===== src/rtl/core/code93_barcode_encoder_core_assert.svh =====
// Assertion macros for the Code 93 encoder core.
`ifndef CODE93_BARCODE_ENCODER_CORE_ASSERT_SVH
`define CODE93_BARCODE_ENCODER_CORE_ASSERT_SVH

// Same-cycle implication, sampled on clk_i, off while rst_ni is low.
`define C93_ASSERT_NOW(lbl, ante, cons, msg) \
  lbl: assert property (@(posedge clk_i) disable iff (!rst_ni) (ante) |-> (cons)) \
    else $error(msg);

// Next-cycle implication, sampled on clk_i, off while rst_ni is low.
`define C93_ASSERT_NEXT(lbl, ante, cons, msg) \
  lbl: assert property (@(posedge clk_i) disable iff (!rst_ni) (ante) |=> (cons)) \
    else $error(msg);

`endif


===== src/rtl/core/c93enc_pkg.sv =====
package c93enc_pkg;

  localparam int unsigned STORE_DEPTH_DEF = 128;
  localparam int unsigned MOD47           = 47;
  localparam logic [7:0]  MAX_LEN_RST     = 8'd107;
  localparam logic [11:0] FRAME_PAT       = 12'b00_00_00_00_11_00;
  localparam logic        REG_MAX_LEN     = 1'b0;

  typedef enum logic [2:0] {
    KIND_START = 3'd0,
    KIND_DATA  = 3'd1,
    KIND_CHK_C = 3'd2,
    KIND_CHK_K = 3'd3,
    KIND_STOP  = 3'd4,
    KIND_BAD   = 3'd5,
    KIND_LONG  = 3'd6
  } kind_e;

  typedef struct packed {
    logic       two;
    logic [5:0] v0;
    logic [5:0] v1;
  } map_t;

  typedef struct packed {
    logic       we;
    logic       go;
    logic [5:0] wdata;
  } chk_ctrl_t;

  typedef struct packed {
    logic       done;
    logic [5:0] c;
    logic [5:0] k;
  } chk_stat_t;

  // Full-ASCII shift mapping: one or two symbol values per byte.
  function automatic map_t map_ascii(input logic [6:0] b);
    map_t       m;
    logic [7:0] x;
    x    = {1'b0, b};
    m.two = 1'b1;
    m.v0  = 6'd0;
    m.v1  = 6'd0;
    if (x == 8'd0) begin
      m.v0 = 6'd44; m.v1 = 6'd30;
    end else if (x <= 8'd26) begin
      m.v0 = 6'd43; m.v1 = 6'(x + 8'd9);
    end else if (x <= 8'd31) begin
      m.v0 = 6'd44; m.v1 = 6'(x - 8'd17);
    end else if (x == 8'd32) begin
      m.v0 = 6'd38; m.two = 1'b0;
    end else if (x <= 8'd35) begin
      m.v0 = 6'd45; m.v1 = 6'(x - 8'd23);
    end else if (x == 8'd36) begin
      m.v0 = 6'd39; m.two = 1'b0;
    end else if (x == 8'd37) begin
      m.v0 = 6'd42; m.two = 1'b0;
    end else if (x <= 8'd42) begin
      m.v0 = 6'd45; m.v1 = 6'(x - 8'd23);
    end else if (x == 8'd43) begin
      m.v0 = 6'd41; m.two = 1'b0;
    end else if (x == 8'd44) begin
      m.v0 = 6'd45; m.v1 = 6'd21;
    end else if (x == 8'd45) begin
      m.v0 = 6'd36; m.two = 1'b0;
    end else if (x == 8'd46) begin
      m.v0 = 6'd37; m.two = 1'b0;
    end else if (x == 8'd47) begin
      m.v0 = 6'd40; m.two = 1'b0;
    end else if (x <= 8'd57) begin
      m.v0 = 6'(x - 8'd48); m.two = 1'b0;
    end else if (x == 8'd58) begin
      m.v0 = 6'd45; m.v1 = 6'd35;
    end else if (x <= 8'd63) begin
      m.v0 = 6'd44; m.v1 = 6'(x - 8'd44);
    end else if (x == 8'd64) begin
      m.v0 = 6'd44; m.v1 = 6'd31;
    end else if (x <= 8'd90) begin
      m.v0 = 6'(x - 8'd55); m.two = 1'b0;
    end else if (x <= 8'd95) begin
      m.v0 = 6'd44; m.v1 = 6'(x - 8'd71);
    end else if (x == 8'd96) begin
      m.v0 = 6'd44; m.v1 = 6'd32;
    end else if (x <= 8'd122) begin
      m.v0 = 6'd46; m.v1 = 6'(x - 8'd87);
    end else begin
      m.v0 = 6'd44; m.v1 = 6'(x - 8'd98);
    end
    return m;
  endfunction

  // Element widths minus one, two bits each, first element on top.
  function automatic logic [11:0] sym_pattern(input logic [5:0] v);
    logic [11:0] p;
    case (v)
      6'd0:    p = 12'b00_10_00_00_00_01;
      6'd1:    p = 12'b00_00_00_01_00_10;
      6'd2:    p = 12'b00_00_00_10_00_01;
      6'd3:    p = 12'b00_00_00_11_00_00;
      6'd4:    p = 12'b00_01_00_00_00_10;
      6'd5:    p = 12'b00_01_00_01_00_01;
      6'd6:    p = 12'b00_01_00_10_00_00;
      6'd7:    p = 12'b00_00_00_00_00_11;
      6'd8:    p = 12'b00_10_00_01_00_00;
      6'd9:    p = 12'b00_11_00_00_00_00;
      6'd10:   p = 12'b01_00_00_00_00_10;
      6'd11:   p = 12'b01_00_00_01_00_01;
      6'd12:   p = 12'b01_00_00_10_00_00;
      6'd13:   p = 12'b01_01_00_00_00_01;
      6'd14:   p = 12'b01_01_00_01_00_00;
      6'd15:   p = 12'b01_10_00_00_00_00;
      6'd16:   p = 12'b00_00_01_00_00_10;
      6'd17:   p = 12'b00_00_01_01_00_01;
      6'd18:   p = 12'b00_00_01_10_00_00;
      6'd19:   p = 12'b00_01_01_00_00_01;
      6'd20:   p = 12'b00_10_01_00_00_00;
      6'd21:   p = 12'b00_00_00_00_01_10;
      6'd22:   p = 12'b00_00_00_01_01_01;
      6'd23:   p = 12'b00_00_00_10_01_00;
      6'd24:   p = 12'b00_01_00_00_01_01;
      6'd25:   p = 12'b00_10_00_00_01_00;
      6'd26:   p = 12'b01_00_01_00_00_01;
      6'd27:   p = 12'b01_00_01_01_00_00;
      6'd28:   p = 12'b01_00_00_00_01_01;
      6'd29:   p = 12'b01_00_00_01_01_00;
      6'd30:   p = 12'b01_01_00_00_01_00;
      6'd31:   p = 12'b01_01_01_00_00_00;
      6'd32:   p = 12'b00_00_01_00_01_01;
      6'd33:   p = 12'b00_00_01_01_01_00;
      6'd34:   p = 12'b00_01_01_00_01_00;
      6'd35:   p = 12'b00_01_10_00_00_00;
      6'd36:   p = 12'b00_01_00_00_10_00;
      6'd37:   p = 12'b10_00_00_00_00_01;
      6'd38:   p = 12'b10_00_00_01_00_00;
      6'd39:   p = 12'b10_01_00_00_00_00;
      6'd40:   p = 12'b00_00_01_00_10_00;
      6'd41:   p = 12'b00_00_10_00_01_00;
      6'd42:   p = 12'b01_00_00_00_10_00;
      6'd43:   p = 12'b00_01_00_01_01_00;
      6'd44:   p = 12'b10_00_01_00_00_00;
      6'd45:   p = 12'b10_00_00_00_01_00;
      6'd46:   p = 12'b00_01_01_01_00_00;
      default: p = 12'b00_00_00_00_00_00;
    endcase
    return p;
  endfunction

endpackage


===== src/rtl/core/code93_barcode_encoder_core.sv =====
// Channel   Direction  Handshake                      Beat
// --------  ---------  -----------------------------  ---------------------------------------
// command   in         start, busy (taken: !busy)     char_byte_i, last_i
// result    out        result_valid_o (one cycle)     kind_o, char_value_o, pattern_o,
//                                                     end_of_run_o
// config    in/out     APB psel/penable/pwrite/pready max_length at byte address 0
//
// A byte with one symbol value passes through S_DATA0, with two values through S_DATA0
// and S_DATA1, after S_START when the start beat goes first. After the last byte the
// check walk reads the single-port value store one entry a cycle, then the mod-47
// reduction runs through CK_RED1, CK_RED2 and CK_RED3, and C, K and stop are one beat each.
// Reset clears the message state and sets max_length to 107; the store needs no clear.
// Result beats leave at most one a cycle and cannot be held off.
module code93_barcode_encoder_core #(
  parameter int unsigned STORE_DEPTH = c93enc_pkg::STORE_DEPTH_DEF
) (
  input  logic        clk_i,
  input  logic        rst_ni,
  input  logic        start,
  output logic        busy,
  input  logic [7:0]  char_byte_i,
  input  logic        last_i,
  output logic        result_valid_o,
  output logic [2:0]  kind_o,
  output logic [5:0]  char_value_o,
  output logic [11:0] pattern_o,
  output logic        end_of_run_o,
  input  logic        psel,
  input  logic        penable,
  input  logic        pwrite,
  input  logic [2:0]  paddr,
  input  logic [31:0] pwdata,
  output logic [31:0] prdata,
  output logic        pready
);
  import c93enc_pkg::*;

  localparam int AW = $clog2(STORE_DEPTH);
  localparam int CW = $clog2(STORE_DEPTH + 1);
  localparam int LW = ((CW > 8) ? CW : 8) + 1;
  localparam logic [LW-1:0] DEPTH_L = LW'(STORE_DEPTH);

  typedef enum logic [8:0] {
    S_IDLE  = 9'b000000001,
    S_START = 9'b000000010,
    S_DATA0 = 9'b000000100,
    S_DATA1 = 9'b000001000,
    S_ERR   = 9'b000010000,
    S_WALK  = 9'b000100000,
    S_CHKC  = 9'b001000000,
    S_CHKK  = 9'b010000000,
    S_STOP  = 9'b100000000
  } state_e;

  state_e        state_q, state_d;
  logic [7:0]    max_len_q, max_len_d;
  logic [CW-1:0] count_q, count_d;
  logic          started_q, started_d;
  logic          failed_q, failed_d;
  logic          last_q, last_d;
  logic          err_q, err_d;
  logic          bad_q, bad_d;
  map_t          map_q, map_d;

  logic          res_valid_q, res_valid_d;
  kind_e         res_kind_q, res_kind_d;
  logic [5:0]    res_val_q, res_val_d;
  logic [11:0]   res_pat_q, res_pat_d;
  logic          res_eor_q, res_eor_d;

  logic          accept;
  logic          cfg_wr;
  map_t          map_in;
  logic [LW-1:0] limit, need;
  chk_ctrl_t     chk_ctrl;
  chk_stat_t     chk_stat;

  assign busy   = (state_q != S_IDLE);
  assign accept = start && !busy;
  assign pready = 1'b1;
  assign cfg_wr = psel && penable && pwrite && (paddr[2] == REG_MAX_LEN);
  assign prdata = (paddr[2] == REG_MAX_LEN) ? {24'b0, max_len_q} : 32'b0;

  assign map_in = map_ascii(char_byte_i[6:0]);
  assign limit  = (LW'(max_len_q) > DEPTH_L) ? DEPTH_L : LW'(max_len_q);
  assign need   = LW'(count_q) + (map_in.two ? LW'(2) : LW'(1));

  always_comb begin
    state_d     = state_q;
    max_len_d   = cfg_wr ? pwdata[7:0] : max_len_q;
    count_d     = count_q;
    started_d   = started_q;
    failed_d    = failed_q;
    last_d      = last_q;
    err_d       = err_q;
    bad_d       = bad_q;
    map_d       = map_q;
    res_valid_d = 1'b0;
    res_kind_d  = res_kind_q;
    res_val_d   = res_val_q;
    res_pat_d   = res_pat_q;
    res_eor_d   = res_eor_q;
    chk_ctrl.we    = 1'b0;
    chk_ctrl.go    = 1'b0;
    chk_ctrl.wdata = map_q.v0;

    case (state_q)
      S_IDLE: begin
        if (accept) begin
          if (failed_q) begin
            // Drop the byte; the last one closes the message.
            if (last_i) begin
              count_d   = '0;
              started_d = 1'b0;
              failed_d  = 1'b0;
            end
          end else begin
            map_d  = map_in;
            last_d = last_i;
            bad_d  = char_byte_i[7];
            err_d  = char_byte_i[7] || (need > limit);
            if (!started_q) begin
              state_d = S_START;
            end else if (char_byte_i[7] || (need > limit)) begin
              state_d = S_ERR;
            end else begin
              state_d = S_DATA0;
            end
          end
        end
      end
      S_START: begin
        res_valid_d = 1'b1;
        res_kind_d  = KIND_START;
        res_val_d   = 6'd0;
        res_pat_d   = FRAME_PAT;
        res_eor_d   = 1'b0;
        started_d   = 1'b1;
        state_d     = err_q ? S_ERR : S_DATA0;
      end
      S_DATA0: begin
        chk_ctrl.we = 1'b1;
        res_valid_d = 1'b1;
        res_kind_d  = KIND_DATA;
        res_val_d   = map_q.v0;
        res_pat_d   = sym_pattern(map_q.v0);
        res_eor_d   = !map_q.two && !last_q;
        count_d     = count_q + 1'b1;
        if (map_q.two) begin
          state_d = S_DATA1;
        end else if (last_q) begin
          state_d = S_WALK;
        end else begin
          state_d = S_IDLE;
        end
      end
      S_DATA1: begin
        chk_ctrl.we    = 1'b1;
        chk_ctrl.wdata = map_q.v1;
        res_valid_d    = 1'b1;
        res_kind_d     = KIND_DATA;
        res_val_d      = map_q.v1;
        res_pat_d      = sym_pattern(map_q.v1);
        res_eor_d      = !last_q;
        count_d        = count_q + 1'b1;
        state_d        = last_q ? S_WALK : S_IDLE;
      end
      S_ERR: begin
        res_valid_d = 1'b1;
        res_kind_d  = bad_q ? KIND_BAD : KIND_LONG;
        res_val_d   = 6'd0;
        res_pat_d   = 12'd0;
        res_eor_d   = 1'b1;
        if (last_q) begin
          count_d   = '0;
          started_d = 1'b0;
          failed_d  = 1'b0;
        end else begin
          failed_d  = 1'b1;
        end
        state_d = S_IDLE;
      end
      S_WALK: begin
        chk_ctrl.go = 1'b1;
        if (chk_stat.done) begin
          state_d = S_CHKC;
        end
      end
      S_CHKC: begin
        res_valid_d = 1'b1;
        res_kind_d  = KIND_CHK_C;
        res_val_d   = chk_stat.c;
        res_pat_d   = sym_pattern(chk_stat.c);
        res_eor_d   = 1'b0;
        state_d     = S_CHKK;
      end
      S_CHKK: begin
        res_valid_d = 1'b1;
        res_kind_d  = KIND_CHK_K;
        res_val_d   = chk_stat.k;
        res_pat_d   = sym_pattern(chk_stat.k);
        res_eor_d   = 1'b0;
        state_d     = S_STOP;
      end
      S_STOP: begin
        res_valid_d = 1'b1;
        res_kind_d  = KIND_STOP;
        res_val_d   = 6'd0;
        res_pat_d   = FRAME_PAT;
        res_eor_d   = 1'b1;
        count_d     = '0;
        started_d   = 1'b0;
        failed_d    = 1'b0;
        state_d     = S_IDLE;
      end
      default: begin
        state_d = S_IDLE;
      end
    endcase
  end

  always_ff @(posedge clk_i or negedge rst_ni) begin
    if (!rst_ni) begin
      state_q     <= S_IDLE;
      max_len_q   <= MAX_LEN_RST;
      count_q     <= '0;
      started_q   <= 1'b0;
      failed_q    <= 1'b0;
      res_valid_q <= 1'b0;
    end else begin
      state_q     <= state_d;
      max_len_q   <= max_len_d;
      count_q     <= count_d;
      started_q   <= started_d;
      failed_q    <= failed_d;
      res_valid_q <= res_valid_d;
    end
  end

  always_ff @(posedge clk_i) begin
    last_q     <= last_d;
    err_q      <= err_d;
    bad_q      <= bad_d;
    map_q      <= map_d;
    res_kind_q <= res_kind_d;
    res_val_q  <= res_val_d;
    res_pat_q  <= res_pat_d;
    res_eor_q  <= res_eor_d;
  end

  c93enc_check #(
    .STORE_DEPTH (STORE_DEPTH)
  ) u_check (
    .clk_i   (clk_i),
    .rst_ni  (rst_ni),
    .ctrl_i  (chk_ctrl),
    .addr_i  (count_q[AW-1:0]),
    .count_i (count_q),
    .stat_o  (chk_stat)
  );

  assign result_valid_o = res_valid_q;
  assign kind_o         = res_kind_q;
  assign char_value_o   = res_val_q;
  assign pattern_o      = res_pat_q;
  assign end_of_run_o   = res_eor_q;

`include "code93_barcode_encoder_core_assert.svh"

  `C93_ASSERT_NOW(a_eor_idle, res_valid_q && res_eor_q, !busy, "run ended while still busy")
  `C93_ASSERT_NEXT(a_start_follow, res_valid_q && (res_kind_q == KIND_START), res_valid_q, "start beat not followed by a beat")
  `C93_ASSERT_NOW(a_walk_nonempty, state_q == S_WALK, count_q != '0, "check walk over an empty store")
  `C93_ASSERT_NEXT(a_drop_quiet, accept && failed_q, !busy && !res_valid_q, "dropped byte produced work")

endmodule


===== src/rtl/core/c93enc_check.sv =====
module c93enc_check #(
  parameter int unsigned STORE_DEPTH = c93enc_pkg::STORE_DEPTH_DEF
) (
  input  logic                               clk_i,
  input  logic                               rst_ni,
  input  c93enc_pkg::chk_ctrl_t              ctrl_i,
  input  logic [$clog2(STORE_DEPTH)-1:0]     addr_i,
  input  logic [$clog2(STORE_DEPTH+1)-1:0]   count_i,
  output c93enc_pkg::chk_stat_t              stat_o
);
  import c93enc_pkg::*;

  localparam int AW    = $clog2(STORE_DEPTH);
  localparam int CW    = $clog2(STORE_DEPTH + 1);
  localparam int SUM_W = $clog2(STORE_DEPTH * 920 + 1);
  localparam int RECIP = (1 << SUM_W) / MOD47;
  localparam logic [SUM_W-1:0] RECIP_V = SUM_W'(RECIP);
  localparam logic [SUM_W-1:0] M47_W   = SUM_W'(MOD47);
  localparam logic [6:0]       M47_7   = 7'(MOD47);

  typedef enum logic [4:0] {
    CK_IDLE = 5'b00001,
    CK_WALK = 5'b00010,
    CK_RED1 = 5'b00100,
    CK_RED2 = 5'b01000,
    CK_RED3 = 5'b10000
  } ck_state_e;

  ck_state_e         state_q, state_d;
  logic [AW-1:0]     idx_q, idx_d;
  logic [CW-1:0]     left_q, left_d;
  logic              rvld_q, rvld_d;
  logic [4:0]        wc_q, wc_d;
  logic [3:0]        wk_q, wk_d;
  logic [SUM_W-1:0]  sc_q, sc_d, sk_q, sk_d;
  logic [SUM_W-1:0]  qc_q, qc_d, qk_q, qk_d;
  logic [5:0]        c_q, c_d, kr_q, kr_d, k_q, k_d;

  logic [5:0]        store_mem [STORE_DEPTH];
  logic [5:0]        rd_data_q;
  logic [AW-1:0]     mem_addr;
  logic              walk_rd;

  logic [10:0]       prod_c, prod_k;
  logic [2*SUM_W-1:0] mul_c, mul_k;
  logic [SUM_W-1:0]  rem_c, rem_k;
  logic [6:0]        fix_c, fix_k, k_sum;
  logic [CW-1:0]     cnt_m1;

  assign walk_rd  = (state_q == CK_WALK) && (left_q != '0);
  assign mem_addr = ctrl_i.we ? addr_i : idx_q;

  // Single-port store: one write or one read a cycle.
  always_ff @(posedge clk_i) begin
    if (ctrl_i.we) begin
      store_mem[mem_addr] <= ctrl_i.wdata;
    end
    rd_data_q <= store_mem[mem_addr];
  end

  assign prod_c = {5'b0, rd_data_q} * {6'b0, wc_q};
  assign prod_k = {5'b0, rd_data_q} * {7'b0, wk_q};
  assign mul_c  = {{SUM_W{1'b0}}, sc_q} * {{SUM_W{1'b0}}, RECIP_V};
  assign mul_k  = {{SUM_W{1'b0}}, sk_q} * {{SUM_W{1'b0}}, RECIP_V};
  assign rem_c  = sc_q - qc_q * M47_W;
  assign rem_k  = sk_q - qk_q * M47_W;
  assign fix_c  = (rem_c[6:0] >= M47_7) ? rem_c[6:0] - M47_7 : rem_c[6:0];
  assign fix_k  = (rem_k[6:0] >= M47_7) ? rem_k[6:0] - M47_7 : rem_k[6:0];
  assign k_sum  = {1'b0, c_q} + {1'b0, kr_q};
  assign cnt_m1 = count_i - 1'b1;

  always_comb begin
    state_d = state_q;
    idx_d   = idx_q;
    left_d  = left_q;
    rvld_d  = 1'b0;
    wc_d    = wc_q;
    wk_d    = wk_q;
    sc_d    = sc_q;
    sk_d    = sk_q;
    qc_d    = qc_q;
    qk_d    = qk_q;
    c_d     = c_q;
    kr_d    = kr_q;
    k_d     = k_q;
    case (state_q)
      CK_IDLE: begin
        if (ctrl_i.go) begin
          idx_d   = cnt_m1[AW-1:0];
          left_d  = count_i;
          wc_d    = 5'd1;
          wk_d    = 4'd2;
          sc_d    = '0;
          sk_d    = '0;
          state_d = CK_WALK;
        end
      end
      CK_WALK: begin
        // Issue reads from the newest value down; accumulate in the cycle after each read.
        if (walk_rd) begin
          rvld_d = 1'b1;
          idx_d  = idx_q - 1'b1;
          left_d = left_q - 1'b1;
        end
        if (rvld_q) begin
          sc_d = sc_q + SUM_W'(prod_c);
          sk_d = sk_q + SUM_W'(prod_k);
          wc_d = (wc_q == 5'd20) ? 5'd1 : wc_q + 5'd1;
          wk_d = (wk_q == 4'd15) ? 4'd1 : wk_q + 4'd1;
        end
        if ((left_q == '0) && !rvld_q) begin
          state_d = CK_RED1;
        end
      end
      CK_RED1: begin
        qc_d    = mul_c[2*SUM_W-1:SUM_W];
        qk_d    = mul_k[2*SUM_W-1:SUM_W];
        state_d = CK_RED2;
      end
      CK_RED2: begin
        c_d     = fix_c[5:0];
        kr_d    = fix_k[5:0];
        state_d = CK_RED3;
      end
      CK_RED3: begin
        k_d     = (k_sum >= M47_7) ? 6'(k_sum - M47_7) : k_sum[5:0];
        state_d = CK_IDLE;
      end
      default: begin
        state_d = CK_IDLE;
      end
    endcase
  end

  always_ff @(posedge clk_i or negedge rst_ni) begin
    if (!rst_ni) begin
      state_q <= CK_IDLE;
      rvld_q  <= 1'b0;
      left_q  <= '0;
      c_q     <= '0;
      k_q     <= '0;
    end else begin
      state_q <= state_d;
      rvld_q  <= rvld_d;
      left_q  <= left_d;
      c_q     <= c_d;
      k_q     <= k_d;
    end
  end

  always_ff @(posedge clk_i) begin
    idx_q  <= idx_d;
    wc_q   <= wc_d;
    wk_q   <= wk_d;
    sc_q   <= sc_d;
    sk_q   <= sk_d;
    qc_q   <= qc_d;
    qk_q   <= qk_d;
    kr_q   <= kr_d;
  end

  assign stat_o.done = (state_q == CK_RED3);
  assign stat_o.c    = c_q;
  assign stat_o.k    = k_q;

endmodule

===== config.mk =====
export PLATFORM = sky130hd
export DESIGN_NAME = code93_barcode_encoder_core
export DESIGN_NICKNAME = d
export VERILOG_FILES = /design/src/rtl/core/c93enc_pkg.sv /design/src/rtl/core/code93_barcode_encoder_core.sv /design/src/rtl/core/c93enc_check.sv
export VERILOG_INCLUDE_DIRS = /design/src /design/src/rtl/core
export SDC_FILE = /design/constraint.sdc
export NUM_CORES = 2
export LEC_CHECK = 0
export BUFFER_PORTS_ARGS = -buffer_cell sky130_fd_sc_hd__buf_2
export CORE_MARGIN = 2
export CORE_UTILIZATION = 57
export DETAILED_ROUTE_END_ITERATION = 10
export PLACE_DENSITY_LB_ADDON = 0.25
export SLEW_MARGIN = 10
export SYNTH_ARGS = -nofsm -noshare
export SYNTH_HDL_FRONTEND = slang
export SYNTH_SLANG_ARGS = --single-unit

===== constraint.sdc =====
create_clock -name clk_i -period 7.5 [get_ports clk_i]
set_input_delay 0.375 -clock clk_i [delete_from_list [all_inputs] [get_ports clk_i]]
set_output_delay 0.375 -clock clk_i [all_outputs]
set_load 0.03 [all_outputs]

Word level (Yosys, flattened, before mapping)

Memory sizes are Yosys's and may differ from the RTL's. A register that Yosys moved wholly into a read port is not among the register bits.
Index checks and enable logic that the tools add are counted.

Output and inout port bits: 57
Memory bits (writable): 768
Bits in read-only memories: 3072
Word-level logic and storage cells: 276
Memories kept: 5
Flip-flop bits (word level): 172

Equal/unequal tests: 38
Multiplexer cells: 117
Multipliers: 6
Reductions and logical operators: 39
Add/sub/neg operators: 24
Bitwise gates (word level): 2
Magnitude comparators: 14

Memories:

| memory            | depth | bits a word | rd ports | clocked after memory_dff | write ports | line               | RTL |
|---|---|---|---|---|---|---|---|
| (no name shown)   | 64    | 12          | 1        | 0                        | 0           | c93enc_pkg.sv:96   | `case (v)` |
| (no name shown)   | 64    | 12          | 1        | 1                        | 0           | c93enc_pkg.sv:96   |  |
| (no name shown)   | 64    | 12          | 1        | 0                        | 0           | c93enc_pkg.sv:96   |  |
| (no name shown)   | 64    | 12          | 1        | 0                        | 0           | c93enc_pkg.sv:96   |  |
| u_check.store_mem | 128   | 6           | 1        | 1                        | 1           | c93enc_check.sv:39 | `logic [5:0] store_mem [STORE_DEPTH];` |

Operator list:

| kind                                                           | number |
|---|---|
| two-way mux 12 bit                                             | 15 |
| two-way mux 6 bit                                              | 17 |
| two-way mux 7 bit                                              | 14 |
| two-way mux 8 bit                                              | 9 |
| one-hot mux 12 bit (6 select lines)                            | 1 |
| one-hot mux 17 bit (2 select lines)                            | 2 |
| == test 7 x 6 -> 1 bit, second input constant                  | 9 |
| one-hot mux 9 bit (7 select lines)                             | 1 |
| multiplier 17 x 10 -> 27 bit, second input constant            | 2 |
| two-way mux 9 bit                                              | 6 |
| two-way mux 17 bit                                             | 3 |
| subtractor 6 bit, second input constant                        | 7 |
| two-way mux 5 bit                                              | 8 |
| one-hot mux 8 bit (4 select lines)                             | 1 |
| one-hot mux 6 bit (5 select lines)                             | 1 |
| less-or-equal comparator 7 x 6 -> 1 bit, second input constant | 4 |
| two-way mux 1 bit                                              | 25 |
| multiplier 12 x 6 -> 7 bit, second input constant              | 2 |
| >= comparator 7 x 6 -> 1 bit, second input constant            | 3 |
| less-or-equal comparator 7 bit, second input constant          | 3 |
| one-hot mux 5 bit (4 select lines)                             | 1 |
| one-hot mux 3 bit (6 select lines)                             | 1 |
| subtractor 6 x 5 -> 6 bit, second input constant               | 3 |
| adder 17 x 10 -> 17 bit                                        | 1 |
| other kinds (61)                                               | 101 |

Depth between registers and ports, before layout

Depth in word-level cells: 41
Depth in mapped cells: 26
Mapped depth without buffers: 23

Cells and area by module

Synthesis repeated with hierarchy kept, for this count alone.

Cell total of the unflattened synthesis: 4023
Area, all modules: 50537.2 um2

By module, submodules not included:

| module                      | sequential area each (um2) | area an instance (um2) | instances | cells each |
|---|---|---|---|---|
| c93enc_check                | 25936.1                    | 42273.0                | 1         | 2971 |
| code93_barcode_encoder_core | 2089.5                     | 8264.2                 | 1         | 1052 |

Least setup slack after synthesis

Ideal clock, no wire load.

Path type: flip-flop to flip-flop
Start point: register state_q[5]
End point: memory u_check.store_mem[0][0], data pin
Data required time: 6.303 ns
Path slack: 0.117 ns
Data arrival time: 6.185 ns
Period minus slack after synthesis: 7.383 ns
Cell stages (with the launch flop): 8
Cell sequence: dfrtp_1 -> clkbuf_1 -> nor2_1 -> nand2_1 -> nor2_1 -> clkbuf_1 -> clkbuf_1 -> o21ai_0

RTL lines:

| what                   | line                               | RTL |
|---|---|---|
| start, declared        | code93_barcode_encoder_core.sv:55  | `state_e state_q, state_d;` |
| start signal, assigned | code93_barcode_encoder_core.sv:231 | `state_q <= state_d;` |
| end, declared          | c93enc_check.sv:39                 |  |

==> metrics <==
outcome completed; overflow left after global routing 0; cts bufs inserted 95; worst hold margin roughly 0.11 ns; PD cells between 300 and 400 nW/µm²; Achievable Freq between 150 and 200 MHz; I/O pin cnt about 110; Die W 300 µm; Tot GR Track Use 28.0%; final WL 126,000 µm; Crit. End Element register; Netlist cell types 87; family with the most delay on the worst path simple AND/OR/NAND/NOR gates; CP Max Fanout 21; Max-slew headroom 15.6%; Most used DFF post-synth edfxtp_1; Final Hold Viols 0; post-synthesis sequential area ratio 56.1%; Synth Instances 4,043; DRC 0; vias in the first global route 32,900; dpl hpwl 81,400 µm; H-tree depth 3; Yosys top cell by area edfxtp_1; syn avg cell area 12.4 µm²; Max-Cap Viols 0; LEAKAGE about 20 nW; placed insts 5,113; Final ANT Viol Nets 0; Critical Path AT 6.00 ns; FF-to-FF setup slack 2.10 ns; DIE AREA 90,000 µm²; unrepaired setup endpoints after global routing no; Row Count 108; min Tclk post-route 5.42 ns; CP Data Required Time between 8 and 9 ns; WL/cell 23.7 µm; Post-synth EDFFs a little under 900; post-synthesis cell area 49,900 µm²; fraction of layout cells with a size suffix above 1 8.02%; startpoint types input pin; DRT Pass-1 Iters 8; worst hold path type in2reg; first-pass GRT wire length 194,000 µm; Final GP Congestion 0.904; Worst-Margin Slew 1.27 ns; Peak VDD IR between 200 and 300 µV; Synth top area share 52.7%; nets 4,559; fin. max-slew vios 0; CTS root buffer clkbuf_16; Final TNS setup 0 ns; CP max-delay cell fa_1; flops & latches, synth around 950; async set or reset register ratio after synthesis 5.70%; Core ar. 86,800 µm²; total number of vias 33,700; Sink Count 948; clock latency on the worst-skew pair 0.69 ns; Power, Total 16.8 mW; Tcrit/Tclk final 72.2%; initial antenna violation count 2; warnings from Yosys 0; starting density of the core 57.6%; Die Y 300 µm; P&R area growth vs syn 9.22%; CTS tree yes; # setup viols final 0; Cell Chain, Critical Path buf_2 -> inv_1 -> ha_1 -> and4_1 -> a2111oi_2 -> nand3_1 -> a22o_1 -> a21o_1 -> a31oi_1 -> nand2_1 -> inv_1 -> nand2_1 -> fa_1 -> or3_1 -> xnor2_1 -> ha_1 -> nand4_1 -> or2_2 -> a211o_1 -> or4_1 -> a21oi_1; synth top area cells edfxtp_1, ha_1, fa_1, a222oi_1, nand2_1; critical path type in2reg; DRT iter0 DRCs 4,317; CP Buf/Inv Count 3; Worst-path clk slew 0.06 ns; critical path's largest stage delay 0.47 ns; fin area 54,500 µm²; Port Buf Inserts between 50 and 60; non-filler instance count after layout 5,297; Vias per Instance 6.37; Post-Route Skew 0.0383 ns; clk buf depth 3; largest net degree at the start of global routing around 100; Post-CTS Setup Inserts 0; placed instance area 51,500 µm²
## worst min-delay path, cell delays in order
cell and delay, ns:
buf_2 0.10, o21ai_0 0.08, a21o_1 0.18
## layout make-up
cell class / instances / area (µm²)
diodes: 2 / 5.00
clock buffers: 123 / 2520
clock inverters: 48 / 428
fillers: 6619 / 32200
inverters: 310 / 1160
multi-input cells: 2568 / 20000
flip-flops and latches: 948 / 28000
well taps: 1155 / 1450
repair buffers: 143 / 963
## power breakdown
| part | internal, mW | total (mW) | switching, mW |
|---|---|---|---|
| Sequential | 6.32 | 6.54 | 0.222 |
| Clock | 2.52 | 4.55 | 2.03 |
| Combinational | 2.21 | 5.71 | 3.50 |
| Total | 11.0 | 16.8 | 5.76 |
## logic make-up (layout without fill, tap and decap cells)
logic type | after synthesis | in the layout | synth area share, %
other | 2 | 27 | 0.0150
flip-flops | 948 | 948 | 56.1
adder cells (fa/ha/maj) | 443 | 443 | 13.4
multiplexers | 45 | 45 | 0.960
XOR/XNOR | 139 | 139 | 2.44
AND/OR/NAND/NOR | 962 | 962 | 9.09
buffers and inverters | 550 | 624 | 4.47
AO/OA/AOI/OAI | 954 | 954 | 13.5
## state kept, by name, indices dropped and copies added (netlist names), 8 cells and up, named ones only
name               cells
map_q                 13
state_q                9
pattern_o             12
count_q                8
u_check.sc_q          17
u_check.store_mem    768
u_check.left_q         8
max_len_q              8
u_check.sk_q          17
## cell usage after synthesis, types with 16 or more instances
cell	n
dfrtp_1	47
o21bai_1	17
a21oi_1	196
a31oi_1	110
mux2i_1	31
and2_1	42
inv_1	303
nor2b_1	32
or3_1	25
o22ai_1	19
xor2_1	55
a21o_1	41
xnor2_1	84
buf_2	46
fa_1	154
a211oi_1	21
a222oi_1	154
dfxtp_1	18
buf_4	27
and3_1	20
nand3_1	51
nand2_1	346
ha_1	289
nor2_1	257
nand4_1	25
buf_1	16
o21ai_0	132
nand2b_1	28
nor3_1	43
a22oi_1	84
clkbuf_1	150
o31ai_1	20
o21a_1	16
edfxtp_1	876
## path summary, 6_finish.rpt
check                      cells after the start                         end                           from
min in group asynchronous                      3  u_check.k_q[1]$_DFFE_PN0N_                         rst_ni
max in group asynchronous                      3    max_len_q[7]$_DFFE_PN0P_                         rst_ni
setup reg to reg                              17   u_check.qk_q[6]$_DFFE_PN_  u_check.sk_q[5]$_SDFFCE_PP0P_
hold / removal                                 3        failed_q$_DFFE_PN0P_                          start
setup / recovery                              21      state_q[2]$_DFFE_PN0P_                 char_byte_i[3]
hold reg to reg                                1      state_q[1]$_DFFE_PN0P_          started_q$_DFFE_PN0P_
## layout by cell type, fill, tap and decap left out, drive strengths merged, types with 123 or more instances in the layout
cell,count
edfxtp,876
ha,289
a21oi,197
o21ai,137
inv,308
nand2,346
a222oi,154
buf,132
clkbuf,123
fa,154
nor2,257
## metal layers
metal  share of wire [%]  wire (µm)  track usage, %
met1                  41      51100            39.2
met4                 3.3       4130            9.38
met2                  47      58900            45.0
met5               0.014         18               0
met3                 9.1      11400            4.42
## through the flow
step	setup WS, ns	util [%]
2_1_floorplan	0.117	-
3_3_place_gp	1.39	59.3
3_5_place_dp	1.48	59.3
4_1_cts	2.10	62.9
5_1_grt	1.80	62.9
6_report	2.08	62.9
## what timing repair did
action	CTS	global route
hold buffers	11	0
setup endpoints to repair	0	0
hold endpoints to repair	57	0
resized for setup	0	0
(Power assumes the default switching activity.)
